[src/rtl/dtlr_pkg.sv]
package dtlr_pkg;

  localparam int SCREEN_WIDTH  = 64;
  localparam int SCREEN_HEIGHT = 32;
  localparam int DEPTH_BITS    = 16;

  localparam int DIV_BITS = 16;
  localparam int LEN_BITS = 6;

  localparam logic [7:0] EPSILON_RESET     = 8'd1;
  localparam logic       REG_DEPTH_EPSILON = 1'b0;

  typedef struct packed {
    logic        [5:0]  x_start;
    logic        [4:0]  y_start;
    logic signed [15:0] depth_start;
    logic        [5:0]  x_end;
    logic        [4:0]  y_end;
    logic signed [15:0] depth_end;
    logic        [7:0]  line_color;
  } line_req_t;

  typedef struct packed {
    logic        [5:0]  pixel_x;
    logic        [4:0]  pixel_y;
    logic signed [15:0] pixel_depth;
    logic        [7:0]  pixel_color;
    logic               visible;
    logic               last;
  } pixel_t;

endpackage

[src/rtl/dtlr_div.sv]
module dtlr_div (
  input  logic                              clk,
  input  logic                              rst,
  input  logic                              start,
  input  logic [dtlr_pkg::DIV_BITS-1:0]     dividend,
  input  logic [dtlr_pkg::LEN_BITS-1:0]     divisor,
  output logic                              done,
  output logic [dtlr_pkg::DIV_BITS-1:0]     quot,
  output logic [dtlr_pkg::LEN_BITS-1:0]     rem
);

  localparam int CW = $clog2(dtlr_pkg::DIV_BITS + 1);

  logic [CW-1:0]                   count;
  logic                            running;
  logic [dtlr_pkg::LEN_BITS-1:0]   dvs;
  logic [dtlr_pkg::LEN_BITS:0]     trial;
  logic                            fits;

  assign trial = {rem, quot[dtlr_pkg::DIV_BITS-1]};
  assign fits  = trial >= {1'b0, dvs};

  always_ff @(posedge clk) begin
    if (rst) begin
      running <= 1'b0;
      done    <= 1'b0;
      count   <= '0;
    end else begin
      done <= 1'b0;
      if (start) begin
        running <= 1'b1;
        count   <= CW'(dtlr_pkg::DIV_BITS);
        quot    <= dividend;
        rem     <= '0;
        dvs     <= divisor;
      end else if (running) begin
        quot <= {quot[dtlr_pkg::DIV_BITS-2:0], fits};
        rem  <= fits ? dtlr_pkg::LEN_BITS'(trial - {1'b0, dvs})
                     : trial[dtlr_pkg::LEN_BITS-1:0];
        count <= count - 1'b1;
        if (count == CW'(1)) begin
          running <= 1'b0;
          done    <= 1'b1;
        end
      end
    end
  end

endmodule

[config.mk]
export PLATFORM = sky130hd
export DESIGN_NAME = dtlr_div
export DESIGN_NICKNAME = d
export VERILOG_FILES = /design/src/rtl/dtlr_pkg.sv /design/src/rtl/dtlr_div.sv
export SDC_FILE = /design/constraint.sdc
export NUM_CORES = 1
export LEC_CHECK = 0
export ABC_AREA = 1
export ABC_CLOCK_PERIOD_IN_PS = 2900
export BUFFER_PORTS_ARGS = -buffer_cell sky130_fd_sc_hd__clkbuf_2
export CAP_MARGIN = 20
export CORE_MARGIN = 5
export CORE_UTILIZATION = 52
export CTS_CLUSTER_SIZE = 30
export DETAILED_ROUTE_END_ITERATION = 10
export HOLD_SLACK_MARGIN = 0.08
export PLACE_DENSITY = 0.84
export SYNTH_ARGS = -nofsm -noshare
export SYNTH_HDL_FRONTEND = slang
export SYNTH_SLANG_ARGS = --single-unit
[constraint.sdc]
create_clock -name clk -period 2.9 [get_ports clk]
set_input_delay 0.29 -clock clk [delete_from_list [all_inputs] [get_ports clk]]
set_output_delay 0.29 -clock clk [all_outputs]
set_load 0.05 [all_outputs]
== After elaboration in Yosys (flattened, before gate mapping) ==
Index checks and enable logic that the tools add are counted.

* Equal/unequal tests: 1
* Reductions and logical operators: 5
* Multiplexer cells: 10
* Bitwise operators: 2
* Order comparisons: 1
* $add $sub $neg: 2

{| class="wikitable"
|+ Operators by type and width
! kind !! count
|-
| 16-bit 2-to-1 mux || 2
|-
| 6-bit 2-to-1 mux || 2
|-
| 5-bit 2-to-1 mux || 2
|-
| 7-bit by 6-bit greater-or-equal comparator with 1-bit output || 1
|-
| 6-bit subtractor || 1
|-
| 5-bit by 1-bit == test with 1-bit output, second input constant || 1
|-
| 5-bit by 1-bit subtractor with 5-bit output, second input constant || 1
|-
| 1-bit 2-to-1 mux || 4
|-
| 2-bit AND reduction || 2
|-
| 3-bit OR reduction || 1
|-
| 1-bit inverter || 2
|-
| 2-bit nonzero test || 1
|-
| 2-bit OR reduction || 1
|}

* Bits of input ports: 25
* Register bits: 35
* Output and inout port bits: 23
* Logic and storage cells: 28

== Logic depth before layout (Yosys ltp) ==
Gate-level depths: netlist of run 1.

* Depth after elaboration: 4
* Mapped depth: 11
* Depth with buffers taken out: 11

== Worst setup path after synthesis of run 1 ==
No wires, ideal clock.

* Path kind: in2reg
* Start point: input port start
* End point: register quot[0] (netlist bit) (enable)
* Setup slack: 0.772 ns
* Library setup time: 0.410 ns
* Stages: 3
* Data arrival time: 1.718 ns
* Required time: 2.490 ns
* Path buffers: 1
* Path through: buf_2 > inv_2 > a21oi_1

* Word-level cells in the longest chain between the ends: 2

{| class="wikitable"
|+ RTL lines
! what !! line !! source
|-
| start, declared || dtlr_div.sv:4 || <nowiki>input logic start,</nowiki>
|-
| 2-bit nonzero test (no source line) || n/a ||
|-
| 2-bit AND reduction (no source line) || n/a ||
|-
| end signal, assigned || dtlr_div.sv:33 || <nowiki>quot <= dividend;</nowiki>
|-
| end signal, assigned || dtlr_div.sv:37 || <nowiki>quot <= {quot[dtlr_pkg::DIV_BITS-2:0], fits};</nowiki>
|-
| end, declared || dtlr_div.sv:8 || <nowiki>output logic [dtlr_pkg::DIV_BITS-1:0] quot,</nowiki>
|}

Every way passes these cells.
A chain may end at the register's enable or synchronous reset.

== Final worst setup path of run 1 ==
* Start point: register quot[15] (netlist bit)
* End point: register rem[4] (netlist bit) (data pin)

* Word-level cells in the longest chain between the ends: 3
* Elaborated cells between the ends (all ways): 4
* Classes of those cells: 1 x add/sub; 1 x order compare; 2 x mux

{| class="wikitable"
|+ RTL lines
! what !! line !! source
|-
| 6-bit subtractor or 7-bit by 6-bit greater-or-equal comparator with 1-bit output (tied branches) || dtlr_div.sv:38, dtlr_div.sv:21 ||
|-
| 6-bit 2-to-1 mux * || dtlr_div.sv:38 || <nowiki>rem <= fits ? dtlr_pkg::LEN_BITS'(trial - {1'b0, dvs})</nowiki>
|-
| 6-bit 2-to-1 mux * || dtlr_div.sv:36 || <nowiki>end else if (running) begin</nowiki>
|-
| end signal, assigned || dtlr_div.sv:38 ||
|-
| end, declared || dtlr_div.sv:9 || <nowiki>output logic [dtlr_pkg::LEN_BITS-1:0] rem</nowiki>
|}

Every way passes the cells marked *; elsewhere a longest branch is shown, timed or not. The select of a mux whose other input is x is not followed.

==> impl_metrics.env, run 1 <==
export IMPL_grt_pass1_wl_um=6440
export IMPL_drt_total_wl_um=3790
export IMPL_cpPeakStageDelay_ns=0.40
export IMPL_r2r_setup_slack_ns=1.08
export IMPL_synthArstFlopShare=0
export IMPL_cts_resized=0
export IMPL_p_int_mw=0.783
export IMPL_die_h_um=69.5
export IMPL_crit_slowest_cell="fa_1"
export IMPL_start_util=0.543
export IMPL_drc_errors=0
export IMPL_diodes=0
export IMPL_synthCells=205
export IMPL_syn_avg_cell_area_um2=8.97
export IMPL_dr_pass1_iters=4
export IMPL_final_net_count=291
export IMPL_fin_tns_setup_ns=0
export IMPL_dp_slack_ns=0.959
export IMPL_io_pins=48
export IMPL_yosys_cell_types_count=30
export IMPL_synth_nets=240
export IMPL_dp_hpwl_um=3010
export IMPL_ant_nets=0
export IMPL_yosysSeqAreaShare=0.533
export IMPL_p_seq_frac=0.514
export IMPL_grt_usage=0.165
export IMPL_synth_ff_type="edfxtp_1"
export IMPL_core_area_mm2=0.00339
export IMPL_drv_slew=0
export IMPL_hold_viol=0
export IMPL_antenna_found_initial=0
export IMPL_max_cap_violations=0
export IMPL_cts_max_path_buffers=2
export IMPL_grt_pass1_vias=1520
export IMPL_vdd_ir_drop_max_mv=0.294
export IMPL_setup_ws_ns=1.08
export IMPL_grt_overflow=0
export IMPL_crit_arrival_ns=1.93
export IMPL_rsz0062_at_grt="no"
export IMPL_drt_vias_per_instance=4.85
export IMPL_io_buffers=47
export IMPL_min_from="divisor[1]"
export IMPL_cts_max_level=2
export IMPL_finClkSkew_ns=0.00579
export IMPL_r2r_end="rem[4]"
export IMPL_numCtsBuffers=5
export IMPL_clk_pin_slew_ns=0.10
export IMPL_setup_viol_count_final=0
export IMPL_hold_slack_ns=0.122
export IMPL_yosysWarnings=0
export IMPL_cp_max_fo=3
export IMPL_grt_max_degree=26
export IMPL_syn_area_mm2=0.00184
export IMPL_gp_congestion=0.797
export IMPL_die_x_um=69.5
export IMPL_route_met3_wl_um=239
export IMPL_tightest_slew_ns=0.567
export IMPL_p_leak_nw=1.10
export IMPL_synth_edf_count=28
export IMPL_critPathLaunchType="register"
export IMPL_worstSetupPathType="reg2reg"
export IMPL_drive_gt1_frac=0.276
export IMPL_slew_headroom=0.622
export IMPL_highest_layer="met4"
export IMPL_post_route_min_period_ns=1.82
export IMPL_r2r_start="quot[15]"
export IMPL_period_share=0.629
export IMPL_status="complete, no violations"
export IMPL_ys_ff_latch=35
export IMPL_p_switching_mw=0.403
export IMPL_min_path_type="in2reg"
export IMPL_combinationalPowerShare=0.274
export IMPL_rows=21
export IMPL_clock_root_buffer="clkbuf_4"
export IMPL_whs_path_depth=1
export IMPL_cellPowerDensity_mw_per_mm2=544
export IMPL_crit_chain="inv_1 > ha_1 > fa_1 > nand3b_1 > nand3_1 > nand2_1 > nand2_1 > nand2_1 > nand2_1 > nor2_1"
export IMPL_clock_fmax_mhz=548
export IMPL_wl_met1_um=1580
export IMPL_crit_top_cell="nand2_1"
export IMPL_cts_setup_buffers=0
export IMPL_end_kind="register"
export IMPL_die_area_mm2=0.00483
export IMPL_post_drt_wl_per_cell_um=12.5
export IMPL_clk_latency_ns=0.34
export IMPL_cts_tree="yes"
export IMPL_numClockSinks=35
export IMPL_holdPathEnd="dvs[1]"
export IMPL_synthToLayoutAreaGrowth_pct=18.6
export IMPL_clkPwrFrac=0.212
export IMPL_wl_met2_um=1920
export IMPL_first_iter_violations=68
export IMPL_cts_hold_buf=0
export IMPL_swShare=0.340
export IMPL_vias=1469
export IMPL_worstPathRequired_ns=3.00
export IMPL_rr_worst_depth=10
[layout by cell type, fill, tap and decap left out, drive strengths merged]
master	n
a211oi	1
a21oi	5
a31oi	1
and2	2
and3	1
buf	1
clkbuf	54
clkinv	2
dfxtp	7
edfxtp	28
fa	1
ha	9
inv	26
nand2	77
nand3	12
nand3b	1
nand4	1
nor2	21
nor3	2
o21a	1
or2	1
xor2	3
[logic make-up (layout without fill, tap and decap cells)]
group | after synthesis | in the layout | synth area share
AO/OA/AOI/OAI | 8 | 8 | 0.0293
XOR/XNOR | 3 | 3 | 0.0143
adder cells (fa/ha/maj) | 10 | 10 | 0.0721
buffers and inverters | 31 | 83 | 0.0687
flip-flops | 35 | 35 | 0.533
AND/OR/NAND/NOR | 118 | 118 | 0.282
[layout make-up]
| type | count | area [um2] |
|---|---|---|
| fill | 286 | 1210 |
| inverter | 27 | 101 |
| multi-input combinational | 139 | 736 |
| clock inverter | 1 | 5.00 |
| sequential | 35 | 981 |
| clock buffer | 7 | 45.0 |
| timing repair buffer | 48 | 255 |
| tap | 46 | 57.6 |
[flip-flops by register name (all words and copies together), names as in the netlist]
register	count
count	5
done	1
dvs	6
quot	16
rem	6
running	1
[power groups by stage]
| stage | clock [mW] | combinational, mW | sequential, mW |
|---|---|---|---|
| floorplan | 0 | 0.166 | 0.699 |
| global placement | 0 | 0.316 | 0.621 |
| detailed placement | 0 | 0.327 | 0.621 |
| CTS | 0.255 | 0.328 | 0.610 |
| global route | 0.276 | 0.360 | 0.615 |
| finish | 0.251 | 0.325 | 0.610 |
[per-stage QoR]
stage | cell area (um2) | power (mW) | instances | utilization
after CTS | 2180 | 1.19 | 303 | 0.643
after global routing | 2180 | 1.25 | 303 | 0.643
after detailed placement | 2130 | 0.949 | 295 | 0.629
final | 2180 | 1.19 | 303 | 0.643
after floorplan | 1840 | 0.865 | 205 | -
after global placement | 2130 | 0.937 | 295 | 0.629
[critical path, delay by kind of cell (launching register included)]
kind,cells,cell delay [ns]
simple gates,7,0.55
fa+ha+maj,2,0.61
buf+inv,1,0.08
flops,1,0.37
[synth_stat cells (2+ instances only)]
| cell type | number | share of area |
|---|---|---|
| nand2_1 | 71 | 0.14 |
| edfxtp_1 | 28 | 0.46 |
| inv_1 | 21 | 0.043 |
| nor2_1 | 19 | 0.039 |
| nand3_1 | 11 | 0.030 |
| ha_1 | 9 | 0.061 |
| dfxtp_1 | 7 | 0.076 |
| inv_2 | 5 | 0.010 |
| nand2_2 | 5 | 0.017 |
| a21oi_1 | 3 | 0.0082 |
| xor2_1 | 3 | 0.014 |
| a21oi_2 | 2 | 0.0095 |
| and2_1 | 2 | 0.0068 |
| buf_2 | 2 | 0.0054 |
| nor3_1 | 2 | 0.0054 |
[routing by layer]
layer  vias up  GRT usage
met5         -          0
met4         0     0.0477
met3         9     0.0565
met2        40      0.296
met1       667      0.184
li1        753          -
[worst max-delay path by stage]
stage / startpoint / endpoint / slack (ns) / cells after the start
2_1_floorplan: start / quot[0] / 0.77 / 3
3_3_place_gp: start / quot[6] / 1.02 / 4
3_5_place_dp: start / quot[7] / 0.96 / 4
4_1_cts: quot[15] / rem[4] / 1.06 / 10
5_1_grt: quot[15] / rem[4] / 0.92 / 10
6_report: quot[15] / rem[4] / 1.08 / 10
No activity file was read; power rests on OpenSTA's default activity.
==> run 2: changes to the inputs <==
--- a/config.mk
+++ b/config.mk
@@ -6,7 +6,7 @@
 export NUM_CORES = 1
 export LEC_CHECK = 0
 export ABC_AREA = 1
-export ABC_CLOCK_PERIOD_IN_PS = 2900
+export ABC_CLOCK_PERIOD_IN_PS = 1770
 export BUFFER_PORTS_ARGS = -buffer_cell sky130_fd_sc_hd__clkbuf_2
 export CAP_MARGIN = 20
 export CORE_MARGIN = 5
==> constraint.sdc (replaced) <==
create_clock -name clk -period 1.77 [get_ports clk]
set_input_delay 0.177 -clock clk [delete_from_list [all_inputs] [get_ports clk]]
set_output_delay 0.177 -clock clk [all_outputs]
set_load 0.05 [all_outputs]
==> run 2 against run 1 <==
Effect of this change:
- clock power grew 81%
- total power grew 72%
- critical path type unchanged
- maximum frequency grew 5.9%
- non-clock buffer count grew 13
- clock skew grew 0.0083 ns
- combinational power grew 80%
- clock-buffer cell count is the same
- flip-flop and latch count is the same
- largest power group unchanged
- largest cell class unchanged
- wire length grew 3.5%
- worst hold slack lost 0.014 ns
- via count grew 3.1%
==> impl_metrics.env, run 2 (synthesized netlist as in run 1, its figures left out) <==
export IMPL_dp_hpwl_um=3000
export IMPL_die_x_um=69.5
export IMPL_cp_max_fo=2
export IMPL_cellPowerDensity_mw_per_mm2=862
export IMPL_period_share=0.974
export IMPL_start_util=0.543
export IMPL_top_register="quot"
export IMPL_die_area_mm2=0.00483
export IMPL_clk_latency_ns=0.33
export IMPL_synthToLayoutAreaGrowth_pct=28.8
export IMPL_p_switching_mw=0.679
export IMPL_p_leak_nw=1.16
export IMPL_end_kind="register"
export IMPL_crit_chain="ha_4 > fa_2 > nand3b_1 > nand3_1 > nand2_1 > nand2_1 > nand2_1 > nand2_1 > nor2_1"
export IMPL_reg_largest_list="quot: 16 flops, dvs: 6 flops, rem: 6 flops"
export IMPL_vdd_ir_drop_max_mv=0.558
export IMPL_swShare=0.333
export IMPL_cts_max_path_buffers=2
export IMPL_dr_pass1_iters=5
export IMPL_gp_congestion=0.833
export IMPL_drt_total_wl_um=3920
export IMPL_clock_root_buffer="clkbuf_4"
export IMPL_critPathLaunchType="register"
export IMPL_clkPwrFrac=0.223
export IMPL_antenna_found_initial=0
export IMPL_max_cap_violations=0
export IMPL_design_area_mm2=0.00237
export IMPL_final_seq_area_um2=981
export IMPL_multi_input_area_um2=811
export IMPL_crit_arrival_ns=1.83
export IMPL_crit_slowest_cell="edfxtp_1"
export IMPL_fin_tns_setup_ns=0
export IMPL_post_drt_wl_per_cell_um=12.4
export IMPL_mostFrequentLayoutCells="71 x nand2_1, 47 x clkbuf_2, 28 x edfxtp_1, 20 x inv_1, 19 x nor2_1"
export IMPL_slew_headroom=0.616
export IMPL_grt_pass1_wl_um=6740
export IMPL_vias=1514
export IMPL_status="complete, no violations"
export IMPL_mostFrequentLayoutCell="nand2_1"
export IMPL_combinationalPowerShare=0.286
export IMPL_drc_errors=0
export IMPL_numCtsBuffers=5
export IMPL_diodes=0
export IMPL_ant_nets=0
export IMPL_grt_pass1_vias=1560
export IMPL_placed_area_mm2=0.00220
export IMPL_clock_fmax_mhz=580
export IMPL_final_net_count=304
export IMPL_finalNonFillerCells=316
export IMPL_p_seq_frac=0.491
export IMPL_worstPathRequired_ns=1.88
export IMPL_drt_vias_per_instance=4.79
export IMPL_die_h_um=69.5
export IMPL_grt_max_degree=19
export IMPL_dp_cells=299
export IMPL_rsz0062_at_grt="yes"
export IMPL_setup_viol_count_final=0
export IMPL_drive_gt1_frac=0.319
export IMPL_n_fill_cell=282
export IMPL_core_area_mm2=0.00339
export IMPL_worstSetupPathType="reg2reg"
export IMPL_tightest_slew_ns=0.574
export IMPL_numClockSinks=35
export IMPL_rows=21
export IMPL_grt_usage=0.172
export IMPL_post_route_min_period_ns=1.72
export IMPL_hold_viol=0
export IMPL_cp_top_family="adder cells"
export IMPL_crit_buf_inv=0
export IMPL_cts_max_level=2
export IMPL_drv_slew=0
export IMPL_finClkSkew_ns=0.0141
export IMPL_grt_overflow=0
export IMPL_crit_top_cell="nand2_1"
export IMPL_p_int_mw=1.36
export IMPL_cts_tree="yes"
export IMPL_first_iter_violations=70
export IMPL_clk_pin_slew_ns=0.11
export IMPL_min_path_type="in2reg"
export IMPL_io_buffers=47
export IMPL_io_pins=48
export IMPL_cpPeakStageDelay_ns=0.45
export IMPL_largest_reg_flops=16
## run 2: changes by cell type in the layout (fill, tap and decap cells not counted), sizes merged
cell         change
buf              +6
dlygate4sd3      +7
## run 2: power groups by stage
stage / Combinational (mW) / Sequential, mW / Clock, mW
2_1_floorplan: 0.293 / 1.15 / 0
3_3_place_gp: 0.546 / 1.02 / 0
3_5_place_dp: 0.561 / 1.02 / 0
4_1_cts: 0.575 / 1.00 / 0.462
5_1_grt: 0.646 / 1.01 / 0.496
6_report: 0.584 / 1.00 / 0.455
## run 2: routing by layer
layer | track usage | up-vias | part of all wire
met5 | 0 | - | 0
met4 | 0.0716 | 0 | 0.015
met3 | 0.0435 | 6 | 0.058
met2 | 0.290 | 48 | 0.51
met1 | 0.208 | 685 | 0.42
li1 | - | 775 | -
## run 2: worst min-delay path, stage by stage
cell	delay, ns
clkbuf_2	0.07
nand2_1	0.04
nand2_1	0.05
## run 2: per-stage QoR
step                      hold WS [ns]   util  total power, mW  worst slack (ns)
final                            0.108  0.699             2.04            0.0466
after global placement           0.355  0.650             1.56             0.135
after global routing            0.0967  0.699             2.15           -0.0734
after detailed placement         0.356  0.650             1.58            0.0548
after floorplan                  0.246      -             1.44            -0.189
after CTS                       0.0976  0.688             2.04            0.0507
## run 2: cell type report
cell class	count	area share
Tap cell	46	0.0243
Multi-Input combinational cell	139	0.342
Inverter	27	0.0428
Timing Repair Buffer	61	0.151
Clock inverter	1	0.00211
Sequential cell	35	0.414
Clock buffer	7	0.0232
## run 2: repair_timing
item | 4_1_cts | 5_1_grt
endpoints found under the setup margin | 0 | 4
endpoints found under the hold margin | 7 | 0
gates resized for setup | 0 | 3
buffers inserted | 0 | 2
hold buffers | 7 | 0
## run 2: worst paths after layout
check	from	cells after the start	endpoint	slack, ns
max reg2reg	dvs[0]	9	rem[4]	0.05
min reg2reg	count[4]	2	count[4]	0.49
max	dvs[0]	9	rem[4]	0.05
min	dividend[7]	3	quot[7]	0.11
